[src/rtl/wpa_pkg.sv]
// Types, codes and the class comparison of the warning priority arbiter.
// Used by the arbiter core, the cell and the checker; depends on nothing.
`default_nettype none

package wpa_pkg;

  localparam int SLOTS = 16;
  localparam int SLOT_W = 4;
  localparam int CNT_W = $clog2(SLOTS + 1);

  localparam logic OP_WRITE = 1'b0;
  localparam logic OP_APPLY = 1'b1;

  localparam logic [2:0] CLS_A = 3'd1;
  localparam logic [2:0] CLS_B = 3'd2;
  localparam logic [2:0] CLS_C = 3'd3;
  localparam logic [2:0] CLS_D = 3'd4;
  localparam logic [2:0] CLS_OSD = 3'd5;

  localparam logic [1:0] MODE_ONE = 2'd1;
  localparam logic [1:0] MODE_TWO = 2'd2;

  localparam logic [2:0] ACT_HOLD = 3'd0;
  localparam logic [2:0] ACT_CLEAR = 3'd1;
  localparam logic [2:0] ACT_DROP = 3'd2;
  localparam logic [2:0] ACT_COMPACT = 3'd3;
  localparam logic [2:0] ACT_INSERT = 3'd4;
  localparam logic [2:0] ACT_ROTATE = 3'd5;

  typedef struct packed {
    logic              operation;
    logic [3:0]        entry_index;
    logic [2:0]        entry_class;
    logic [7:0]        entry_priority;
    logic [15:0]       entry_window;
    logic              entry_ack_allowed;
    logic [1:0]        entry_mode;
    logic [SLOTS-1:0]  active_mask;
  } wpa_req_t;

  typedef struct packed {
    logic        window_shown;
    logic [15:0] window_number;
    logic        ack_enabled;
    logic [3:0]  winner_slot;
  } wpa_res_t;

  typedef struct packed {
    logic [2:0]  cls;
    logic [7:0]  prio;
    logic [15:0] window;
    logic        ack;
    logic [1:0]  mode;
  } entry_t;

  typedef struct packed {
    logic              valid;
    logic [SLOT_W-1:0] slot;
  } cell_t;

  typedef struct packed {
    logic [2:0]        action;
    logic              insert;
    logic [SLOT_W-1:0] slot;
  } cell_ctl_t;

  function automatic logic is_interrupt(input logic [2:0] c);
    return (c == CLS_C) || (c == CLS_OSD);
  endfunction

  // True when candidate b replaces the current best a.
  function automatic logic b_wins(input entry_t a, input entry_t b);
    logic r;
    if (a.cls == b.cls) r = b.prio < a.prio;
    else if (is_interrupt(a.cls)) r = 1'b0;
    else if (is_interrupt(b.cls)) r = 1'b1;
    else if (a.cls == CLS_A) r = 1'b0;
    else if (b.cls == CLS_A) r = 1'b1;
    else if (a.cls == CLS_B) r = 1'b0;
    else if (b.cls == CLS_B) r = 1'b1;
    else if (a.cls == CLS_D) r = 1'b0;
    else r = 1'b1;
    return r;
  endfunction

  function automatic logic mode_admits(input logic [1:0] vmode, input logic [1:0] m);
    logic r;
    if (vmode == MODE_ONE) r = (m == MODE_ONE) || (m == MODE_TWO);
    else r = (m == MODE_TWO);
    return r;
  endfunction

endpackage

`default_nettype wire

[src/rtl/wpa_ram.sv]
// Generic single-write, single-read RAM with a registered read port.
// Stands alone; depends on nothing.
`default_nettype none

module wpa_ram #(
  parameter int WIDTH = 30,
  parameter int DEPTH = 16,
  localparam int AW = (DEPTH > 1) ? $clog2(DEPTH) : 1
) (
  input  logic             clk,
  input  logic             we,
  input  logic [AW-1:0]    waddr,
  input  logic [WIDTH-1:0] wdata,
  input  logic             re,
  input  logic [AW-1:0]    raddr,
  output logic [WIDTH-1:0] rdata
);

  logic [WIDTH-1:0] mem [DEPTH];

  always_ff @(posedge clk) begin
    if (we) begin
      mem[waddr] <= wdata;
    end
    if (re) begin
      rdata <= mem[raddr];
    end
  end

endmodule

`default_nettype wire

[src/rtl/wpa_cell.sv]
// One cell of the display queue chain: holds one queued slot number.
// Depends on wpa_pkg.
`default_nettype none

module wpa_cell import wpa_pkg::*; (
  input  logic             clk,
  input  logic             rst,
  input  cell_ctl_t        ctl,
  input  logic [SLOTS-1:0] active,
  input  logic             prev_valid,
  input  logic             hole_in,
  input  cell_t            nxt,
  output cell_t            data,
  output logic             hole_out,
  output logic             match
);

  logic              valid;
  logic              valid_next;
  logic [SLOT_W-1:0] slot;
  logic [SLOT_W-1:0] slot_next;

  assign data = '{valid: valid, slot: slot};
  assign hole_out = hole_in | ~valid;
  assign match = valid && (slot == ctl.slot);

  always_comb begin
    valid_next = valid;
    slot_next = slot;
    unique case (ctl.action)
      ACT_CLEAR: valid_next = 1'b0;
      ACT_DROP: valid_next = valid & active[slot];
      ACT_COMPACT: begin
        if (hole_out) begin
          valid_next = nxt.valid;
          slot_next = nxt.slot;
        end
      end
      ACT_INSERT: begin
        if (ctl.insert && !valid && prev_valid) begin
          valid_next = 1'b1;
          slot_next = ctl.slot;
        end
      end
      ACT_ROTATE: begin
        valid_next = nxt.valid;
        slot_next = nxt.slot;
      end
      default: begin
        valid_next = valid;
        slot_next = slot;
      end
    endcase
  end

  always_ff @(posedge clk) begin
    if (rst) begin
      valid <= 1'b0;
    end else begin
      valid <= valid_next;
    end
  end

  always_ff @(posedge clk) begin
    slot <= slot_next;
  end

endmodule

`default_nettype wire

[src/rtl/warning_priority_arbiter_core.sv]
// Warning priority arbiter: entry table, queue cell chain and winner fold.
// Depends on wpa_pkg, wpa_ram and wpa_cell.
//
//   channel   handshake               payload
//   request   start / busy            request   (wpa_req_t)
//   result    done (one-cycle strobe) result    (wpa_res_t)
//   config    cfg_valid / cfg_ready   cfg_data  (vehicle mode)
//
// A write request writes the table RAM and empties the queue at the
// accepting edge. An apply request keeps busy high while it drops inactive
// cells, compacts the chain, appends new slots in order, and rotates the
// chain past the RAM read port to fold the winner, then finishes. The done
// strobe follows in the next cycle. Reset empties the queue, clears the
// loaded bits and sets mode 1. The receiver cannot stall; configuration is
// accepted only while idle.
`default_nettype none

module warning_priority_arbiter_core import wpa_pkg::*; #(
  parameter int ENTRIES = 16
) (
  input  logic       clk,
  input  logic       rst,
  input  logic       start,
  output logic       busy,
  input  wpa_req_t   request,
  output logic       done,
  output wpa_res_t   result,
  input  logic       cfg_valid,
  output logic       cfg_ready,
  input  logic [1:0] cfg_data
);

  localparam int CELLS = (ENTRIES < SLOTS) ? ENTRIES : SLOTS;
  localparam int AW = (ENTRIES > 1) ? $clog2(ENTRIES) : 1;

  localparam logic [2:0] ST_IDLE = 3'd0;
  localparam logic [2:0] ST_DROP = 3'd1;
  localparam logic [2:0] ST_COMPACT = 3'd2;
  localparam logic [2:0] ST_APPEND = 3'd3;
  localparam logic [2:0] ST_FOLD = 3'd4;
  localparam logic [2:0] ST_FINISH = 3'd5;

  logic [2:0]        state;
  logic [2:0]        state_next;
  logic [CNT_W-1:0]  cnt;
  logic [CNT_W-1:0]  cnt_next;
  logic [1:0]        vehicle_mode;
  logic [SLOTS-1:0]  loaded;
  logic [SLOTS-1:0]  active;
  logic              accept;
  logic              write_ok;
  logic              apply_go;
  entry_t            wr_entry;

  cell_ctl_t         ctl;
  cell_t             cells [CELLS];
  cell_t             nxt [CELLS];
  logic [CELLS-1:0]  prev_valid;
  logic [CELLS-1:0]  hole_in;
  logic [CELLS-1:0]  hole_out;
  logic [CELLS-1:0]  match;
  logic              present;

  entry_t            rdata;
  logic              p_valid;
  logic [SLOT_W-1:0] p_slot;
  logic              found;
  logic              found_next;
  entry_t            best;
  entry_t            best_next;
  logic [SLOT_W-1:0] best_slot;
  logic [SLOT_W-1:0] best_slot_next;
  logic              take;

  assign busy = (state != ST_IDLE);
  assign cfg_ready = ~busy;
  assign accept = start & ~busy;
  assign write_ok = accept && (request.operation == OP_WRITE) &&
                    (32'(request.entry_index) < ENTRIES);
  assign apply_go = accept && (request.operation == OP_APPLY);
  assign wr_entry = '{cls: request.entry_class, prio: request.entry_priority,
                      window: request.entry_window, ack: request.entry_ack_allowed,
                      mode: request.entry_mode};

  wpa_ram #(
    .WIDTH($bits(entry_t)),
    .DEPTH(ENTRIES)
  ) u_table (
    .clk  (clk),
    .we   (write_ok),
    .waddr(AW'(request.entry_index)),
    .wdata(wr_entry),
    .re   (state == ST_FOLD),
    .raddr(AW'(cells[0].slot)),
    .rdata(rdata)
  );

  always_comb begin
    ctl = '{action: ACT_HOLD, insert: 1'b0, slot: cnt[SLOT_W-1:0]};
    if (write_ok) begin
      ctl.action = ACT_CLEAR;
    end else begin
      unique case (state)
        ST_DROP: ctl.action = ACT_DROP;
        ST_COMPACT: ctl.action = ACT_COMPACT;
        ST_APPEND: begin
          ctl.action = ACT_INSERT;
          ctl.insert = active[cnt[SLOT_W-1:0]] & ~present;
        end
        ST_FOLD: ctl.action = ACT_ROTATE;
        default: ctl.action = ACT_HOLD;
      endcase
    end
  end

  assign present = |match;

  for (genvar i = 0; i < CELLS; i++) begin : g_cell
    if (i == 0) begin : g_head
      assign prev_valid[i] = 1'b1;
      assign hole_in[i] = 1'b0;
    end else begin : g_body
      assign prev_valid[i] = cells[i-1].valid;
      assign hole_in[i] = hole_out[i-1];
    end
    if (i == CELLS - 1) begin : g_tail
      assign nxt[i] = '{valid: (ctl.action == ACT_ROTATE) & cells[0].valid,
                        slot: cells[0].slot};
    end else begin : g_link
      assign nxt[i] = cells[i+1];
    end

    wpa_cell u_cell (
      .clk       (clk),
      .rst       (rst),
      .ctl       (ctl),
      .active    (active),
      .prev_valid(prev_valid[i]),
      .hole_in   (hole_in[i]),
      .nxt       (nxt[i]),
      .data      (cells[i]),
      .hole_out  (hole_out[i]),
      .match     (match[i])
    );
  end

  always_comb begin
    take = p_valid && mode_admits(vehicle_mode, rdata.mode) &&
           (!found || b_wins(best, rdata));
    found_next = found | take;
    best_next = take ? rdata : best;
    best_slot_next = take ? p_slot : best_slot;
  end

  always_comb begin
    state_next = state;
    cnt_next = cnt + CNT_W'(1);
    unique case (state)
      ST_IDLE: begin
        cnt_next = '0;
        if (apply_go) state_next = ST_DROP;
      end
      ST_DROP: begin
        cnt_next = '0;
        state_next = ST_COMPACT;
      end
      ST_COMPACT: begin
        if (cnt == CNT_W'(CELLS - 1)) begin
          cnt_next = '0;
          state_next = ST_APPEND;
        end
      end
      ST_APPEND: begin
        if (cnt == CNT_W'(SLOTS - 1)) begin
          cnt_next = '0;
          state_next = ST_FOLD;
        end
      end
      ST_FOLD: begin
        if (cnt == CNT_W'(CELLS - 1)) begin
          cnt_next = '0;
          state_next = ST_FINISH;
        end
      end
      ST_FINISH: state_next = ST_IDLE;
      default: state_next = ST_IDLE;
    endcase
  end

  always_ff @(posedge clk) begin
    if (rst) begin
      state <= ST_IDLE;
      cnt <= '0;
      vehicle_mode <= MODE_ONE;
      loaded <= '0;
      p_valid <= 1'b0;
      found <= 1'b0;
      done <= 1'b0;
    end else begin
      state <= state_next;
      cnt <= cnt_next;
      if (cfg_valid && cfg_ready) begin
        vehicle_mode <= cfg_data;
      end
      if (write_ok) begin
        loaded[request.entry_index] <= 1'b1;
      end
      p_valid <= (state == ST_FOLD) && cells[0].valid;
      found <= apply_go ? 1'b0 : found_next;
      done <= (state == ST_FINISH);
    end
  end

  always_ff @(posedge clk) begin
    if (apply_go) begin
      active <= request.active_mask & loaded;
    end
    p_slot <= cells[0].slot;
    best <= best_next;
    best_slot <= best_slot_next;
    if (state == ST_FINISH) begin
      result.window_shown <= found_next;
      result.window_number <= found_next ? best_next.window : '0;
      result.ack_enabled <= found_next && best_next.ack && (vehicle_mode == MODE_TWO);
      result.winner_slot <= found_next ? best_slot_next : '0;
    end
  end

endmodule

`default_nettype wire

[config.mk]
export PLATFORM = sky130hd
export DESIGN_NAME = warning_priority_arbiter_core
export DESIGN_NICKNAME = d
export VERILOG_FILES = /design/src/rtl/wpa_pkg.sv /design/src/rtl/wpa_ram.sv /design/src/rtl/wpa_cell.sv /design/src/rtl/warning_priority_arbiter_core.sv
export SDC_FILE = /design/constraint.sdc
export NUM_CORES = 1
export LEC_CHECK = 0
export ABC_AREA = 1
export BUFFER_PORTS_ARGS = -buffer_cell sky130_fd_sc_hd__buf_2
export CAP_MARGIN = 20
export CORE_ASPECT_RATIO = 0.7
export CORE_MARGIN = 4
export CORE_UTILIZATION = 35
export CTS_CLUSTER_SIZE = 25
export DETAILED_ROUTE_END_ITERATION = 6
export PLACE_DENSITY = 0.58
export SYNTH_ARGS = -nofsm -noshare
export SYNTH_HDL_FRONTEND = slang
export SYNTH_SLANG_ARGS = --single-unit
[constraint.sdc]
create_clock -name clk -period 6.8 [get_ports clk]
set_clock_uncertainty 0.2 [all_clocks]
set_input_delay 0 -clock clk [delete_from_list [all_inputs] [get_ports clk]]
set_output_delay 0 -clock clk [all_outputs]
set_load 0.005 [all_outputs]
==> results of run 1 <==
-- power breakdown --
part | internal [mW] | switching, mW
Combinational | 0.992 | 2.27
Sequential | 5.02 | 0.402
Clock | 2.13 | 1.67
Total | 8.15 | 4.34
-- cells in the mapped netlist, types with 4 or more instances --
cell      count
nor2_1      466
nand4_1      11
o22ai_1      40
nor2_2        4
buf_2        33
nand2_2      11
o21ai_0     459
nand3b_1     26
nor3_1        5
inv_2         9
buf_4         4
dfxtp_1      70
nor2_4        5
o21ai_1      15
nand2_1     392
xnor2_1      11
inv_1       181
nand3_2      19
clkbuf_1    145
o211ai_1     60
nand3_1     118
ha_1         11
a21oi_1     108
buf_6        11
edfxtp_1    623
o221ai_1     91
buf_1         8
-- worst paths after layout --
| check | startpoint | to | cells after the start |
|---|---|---|---|
| worst max register to register | u_table.rdata[20]$_DFFE_PN_ | best[23]$_DFFE_PN_ | 10 |
| worst min-delay path | request[11] | active[11]$_DFFE_PP_ | 4 |
| worst max-delay path | u_table.rdata[20]$_DFFE_PN_ | best[23]$_DFFE_PN_ | 10 |
| worst min register to register | u_table.rdata[25]$_DFFE_PN_ | best[25]$_DFFE_PN_ | 0 |
-- metrics by stage --
stage	setup WS, ps	power [mW]	std cells
3_3_place_gp	2820	8.626	4044
3_5_place_dp	2794	8.653	4044
4_1_cts	2750	12.48	4239
6_report	2801	12.49	4243
5_1_grt	2496	13.11	4241
2_1_floorplan	3607	7.659	2959
-- logic make-up (layout without fill, tap and decap cells) --
kind of cell    count (synthesis)  after routing  share of synthesized area [%]
mux                             1              1                        0.03223
other cells                     0              3                              0
compound gates                781            781                          14.43
simple gates                 1065           1065                          14.59
flops                         693            693                          64.75
xor+xnor                       13             13                         0.3666
fa+ha+maj                      11             11                         0.4432
buf+inv                       395            514                          5.379
-- metal layers --
layer / vias to the layer above / part of all wire (%) / global-route usage, %
met2: 1082 / 40 / 26.82
met4: 8 / 2.1 / 4.690
met3: 161 / 11 / 5.954
li1: 10640 / - / -
met1: 10990 / 46 / 30.85
met5: - / 0.050 / 0
-- critical path: stages, from the launching register on --
cell      delay [ps]
edfxtp_1         480
ha_1             340
o21ai_1           90
nand2_1           70
nand3_1           80
nand2_1           60
nand3_1           70
a21oi_1           70
o21ai_2          750
nand2_1          770
inv_1            640
-- registers in the layout, summed over array words and instances (netlist names), 5 cells and up --
name and count:
result 22, cnt 5, u_table.mem 480, active 16
best 28, g_cell.u_cell.valid 16, g_cell.u_cell.slot 64, u_table.rdata 30
loaded 16
-- area by class of cell --
| class | count | area [um2] |
|---|---|---|
| tap | 1162 | 1454 |
| sequential | 693 | 20110 |
| clock buffer | 85 | 1839 |
| timing repair buffer | 196 | 1471 |
| inverter | 191 | 728.2 |
| clock inverter | 42 | 369.1 |
| multi-input combinational | 1871 | 9417 |
| antenna | 3 | 7.507 |
| fill | 8402 | 52620 |
==> run_results.csv, run 1 <==
group,metric,value,unit
grt,antenna_found_initial,9,
placed_design,placedInstanceArea,32470,um2
timing,slew_headroom,23.44,%
synthesis,yosysSeqAreaShare,64.75,%
worst_setup_path,crit_arrival,4040,ps
synthesis,yosysWarnings,0,
status,outcome,"finished clean",
timing,setup_viol,0,
clock_network,cts_resized,0,
clock_network,cts.hold.buffers_added,68,
placed_design,dp_hpwl,52270,um
clock_network,cts_buffer_depth,3,
timing,setup_tns,0,ps
grt,grt_max_degree,172,
worst_setup_path,r2r_slack,2800,ps
grt,grtUsageTotal,19.86,%
floorplanning,io_pins,82,
routing,routed_wl,95250,um
hold_path,min_path_type,"primary input to flip-flop",
layout,final_area,35400,um2
timing,finalCritPeriodShare,58.81,%
synthesis,ys_types,45,
layout,fin_nets,3091,
routing,viasPerCell,5.392,
timing,worst_pin_slew,1148,ps
clock_network,clkTransAtPathRegs,70,ps
worst_setup_path,startpoint_type,"flip-flop",
synthesis,synth_seq_cells,693,
timing,clock.fmax,250.0,MHz
placed_design,place_congestion,0.8518,
worst_setup_path,crit_type,"flip-flop to flip-flop",
floorplanning,fp.dieW,364.0,um
routing,antenna_left,0,
layout,final_util,40.22,%
synthesis,synthCells,2959,
grt,overflow,0,
grt,grt_pass1_vias,20880,
floorplanning,die_y,257.2,um
floorplanning,rows,91,
synthesis,syn-cell-area,31050,um2
power_and_ir_drop,ir_drop,0.0002035,V
layout,drive_gt1_share,10.14,%
clock_network,cts_buffers,70,
synthesis,syn-num-nets,3027,
timing,rsz0062_at_grt,"no",
clock_network,clk_latency,620,ps
synthesis,syn_avg_cell_area,10.50,um2
synthesis,synth_edf_count,623,
routing,detail_route.wl_per_cell,22.45,um
clock_network,htreeDepth,3,
timing,min_period,3999,ps
placed_design,io_buffers,81,
worst_setup_path,cp_max_fo,22,
timing,drv_slew,0,
floorplanning,core,88010,um2
layout,final_common_cell,"edfxtp_1",
routing,drt_iter0_drc,2940,
job,max_cap_viol_count,0,
floorplanning,start_util,35.28,%
synthesis,async_flop_share,0,%
worst_setup_path,required,6840,ps
power_and_ir_drop,leakagePower,12.65,nW
timing,hold_viol_final,0,
clock_network,cts_sinks,693,
grt,grt_pass1_wl,139700,um
clock_network,cts-root-buf,"clkbuf_16",
floorplanning,dieArea,93630,um2
timing,holdWs,46.23,ps
synthesis,synthFlopType,"edfxtp_1",
clock_network,post_cts_buffers,0,
worst_setup_path,critPathCaptureType,"flip-flop",
power_and_ir_drop,powerDensity,352.9,nW/um2
synthesis,synth_top_area_share,60.24,%
synthesis,synthTopCellsByArea,"edfxtp_1 (60%), o21ai_0 (7.4%), nor2_1 (5.6%), nand2_1 (4.7%), dfxtp_1 (4.5%)",
layout,final_cell_mix,"edfxtp_1 (623), o21ai_0 (459), nor2_1 (447)",
routing,firstDrtPassIters,7,
clock_network,cts_tree,"yes",
routing,num_vias,22880,
synthesis,netlist.top_cell.by_area,"edfxtp_1",
layout,syn_to_final_growth,13.98,%
routing,drc,0,
No activity file was read; power rests on OpenSTA's default activity.
==> run 2: changes to the inputs <==
PLACE_DENSITY = 0.6   (was 0.58)
clock period = 3.2 ns   (was 6.8 ns; I/O delays follow)
==> run_results.csv, run 2 (same netlist as run 1, synthesis figures left out) <==
group,metric,value,unit
grt,grt_pass1_wl,140900,um
worst_setup_path,cp_max_fo,28,
timing,finalCritPeriodShare,93.05,%
power_and_ir_drop,ir_drop,0.0006421,V
worst_setup_path,crit_arrival,3260,ps
placed_design,placedInstanceArea,33230,um2
layout,fin_nets,3160,
layout,final_cell_mix,"edfxtp_1 (623), o21ai_0 (459), nor2_1 (447)",
timing,drv_slew,0,
layout,largest_reg_flops,480,
floorplanning,rows,91,
timing,slew_headroom,39.70,%
grt,overflow,0,
worst_setup_path,crit_family,"buffers and inverters",
clock_network,cts_buffers,69,
timing,clock.fmax,335.8,MHz
clock_network,htreeDepth,3,
routing,detail_route.wl_per_cell,22.10,um
timing,setup_ws,222.3,ps
floorplanning,io_pins,82,
floorplanning,dieArea,93630,um2
worst_setup_path,critical_path_buf_inv_count,5,
timing,hold_viol_final,0,
routing,viasPerCell,5.421,
layout,final_area,36200,um2
grt,grtUsageTotal,20.01,%
status,outcome,"finished clean",
routing,drc,0,
worst_setup_path,cp_slowest_cell,"buf_2",
job,max_cap_viol_count,0,
layout,final_common_cell,"edfxtp_1",
routing,num_vias,23410,
clock_network,cts-root-buf,"clkbuf_16",
grt,grt_pass1_vias,21210,
clock_network,post_cts_buffers,0,
worst_setup_path,cp_cell_sequence,"dlygate4sd3_1 -> buf_2 -> inv_1 -> o21ai_0 -> dlygate4sd3_1 -> a21oi_1 -> dlygate4sd3_1",
clock_network,cts_buffer_depth,3,
floorplanning,start_util,35.28,%
timing,worst_pin_slew,904.5,ps
layout,drive_gt1_share,12.21,%
worst_setup_path,cp_common_cell,"dlygate4sd3_1",
placed_design,dp_slack,402.7,ps
worst_setup_path,critPathCaptureType,"flip-flop",
layout,syn_to_final_growth,16.58,%
clock_network,clkTransAtPathRegs,60,ps
hold_path,min_path_type,"primary input to flip-flop",
layout,nFillCells,8371,
layout,final_util,41.13,%
placed_design,placed_cells,4119,
worst_setup_path,required,3480,ps
worst_setup_path,startpoint_type,"primary input",
placed_design,dp_hpwl,58600,um
clock_network,clk_latency,620,ps
timing,holdWs,28.05,ps
grt,antenna_found_initial,9,
layout,fin_cells,4319,
clock_network,cts_sinks,693,
layout,seqCellArea,20110,um2
power_and_ir_drop,powerDensity,759.5,nW/um2
routing,antenna_left,0,
routing,firstDrtPassIters,6,
floorplanning,die_y,257.2,um
layout,multi_input_area,9417,um2
layout,largestRegisters,"u_table.mem x480, g_cell.u_cell.slot x64, u_table.rdata x30",
placed_design,io_buffers,81,
timing,setup_viol,0,
floorplanning,fp.dieW,364.0,um
worst_setup_path,cpPeakStageDelay,630,ps
timing,rsz0062_at_grt,"no",
routing,routed_wl,95460,um
power_and_ir_drop,total_power,27.50,mW
power_and_ir_drop,leakagePower,13.07,nW
routing,drt_iter0_drc,3440,
floorplanning,core,88010,um2
placed_design,place_congestion,0.9417,
timing,setup_tns,0,ps
grt,grt_max_degree,91,
clock_network,cts_tree,"yes",
worst_setup_path,crit_type,"primary input to flip-flop",
layout,largest-register,"u_table.mem",
timing,min_period,2978,ps
run 2: changes by cell type in the layout (fill, tap and decap cells not counted), moves of 4 or more:
cell           change
buf_12            +16
buf_4             +59
bufinv_16          +4
clkbuf_8           +4
clkinv_2           -6
diode_2           +10
dlygate4sd3_1      -4
run 2: final timing paths:
path                                     from                            endpoint  slack, ps  cells past startpoint
hold / removal                     request[6]                 active[6]$_DFFE_PP_         30                      4
setup reg to reg            cnt[0]$_SDFF_PP0_  g_cell[0].u_cell.slot[2]$_DFFE_PP_        350                     14
setup / recovery                          rst        vehicle_mode[1]$_SDFFE_PP0P_        220                      7
hold reg to reg   u_table.rdata[23]$_DFFE_PN_                  best[23]$_DFFE_PN_        260                      0
run 2: cell type report:
class | count | area share [%]
tap | 1162 | 4.016
clock inverter | 35 | 1.179
multi-input combinational | 1871 | 26.01
sequential | 693 | 55.55
antenna | 13 | 0.08986
inverter | 191 | 2.011
clock buffer | 88 | 5.163
timing repair buffer | 266 | 5.986
run 2: power by group:
part / internal [mW] / total, mW / switching, mW / leakage [nW]
sequential: 10.7 / 11.3 / 0.674 / 6.21
combinational: 2.40 / 7.77 / 5.36 / 5.75
clock: 4.88 / 8.38 / 3.50 / 1.12
run 2: routing by layer:
metal | GRT usage [%] | vias up | wire, um
li1 | - | 10800 | -
met1 | 31.44 | 11170 | 44120
met5 | 1.651 | - | 251
met4 | 4.579 | 8 | 1980
met3 | 7.745 | 163 | 13560
met2 | 25.18 | 1269 | 35550
run 2: worst register-to-register path: cells and delay by family, from the launching register on:
| kind | cells | cell delay, ps |
|---|---|---|
| and+or+nand+nor | 10 | 1060 |
| buffers and inverters | 2 | 520 |
| AOI/OAI and AO/OA | 2 | 420 |
| DFF | 1 | 330 |
run 2: repair_timing:
action	CTS	global route
resized for setup	0	0
hold endpoints to repair	558	0
hold buffers	64	0
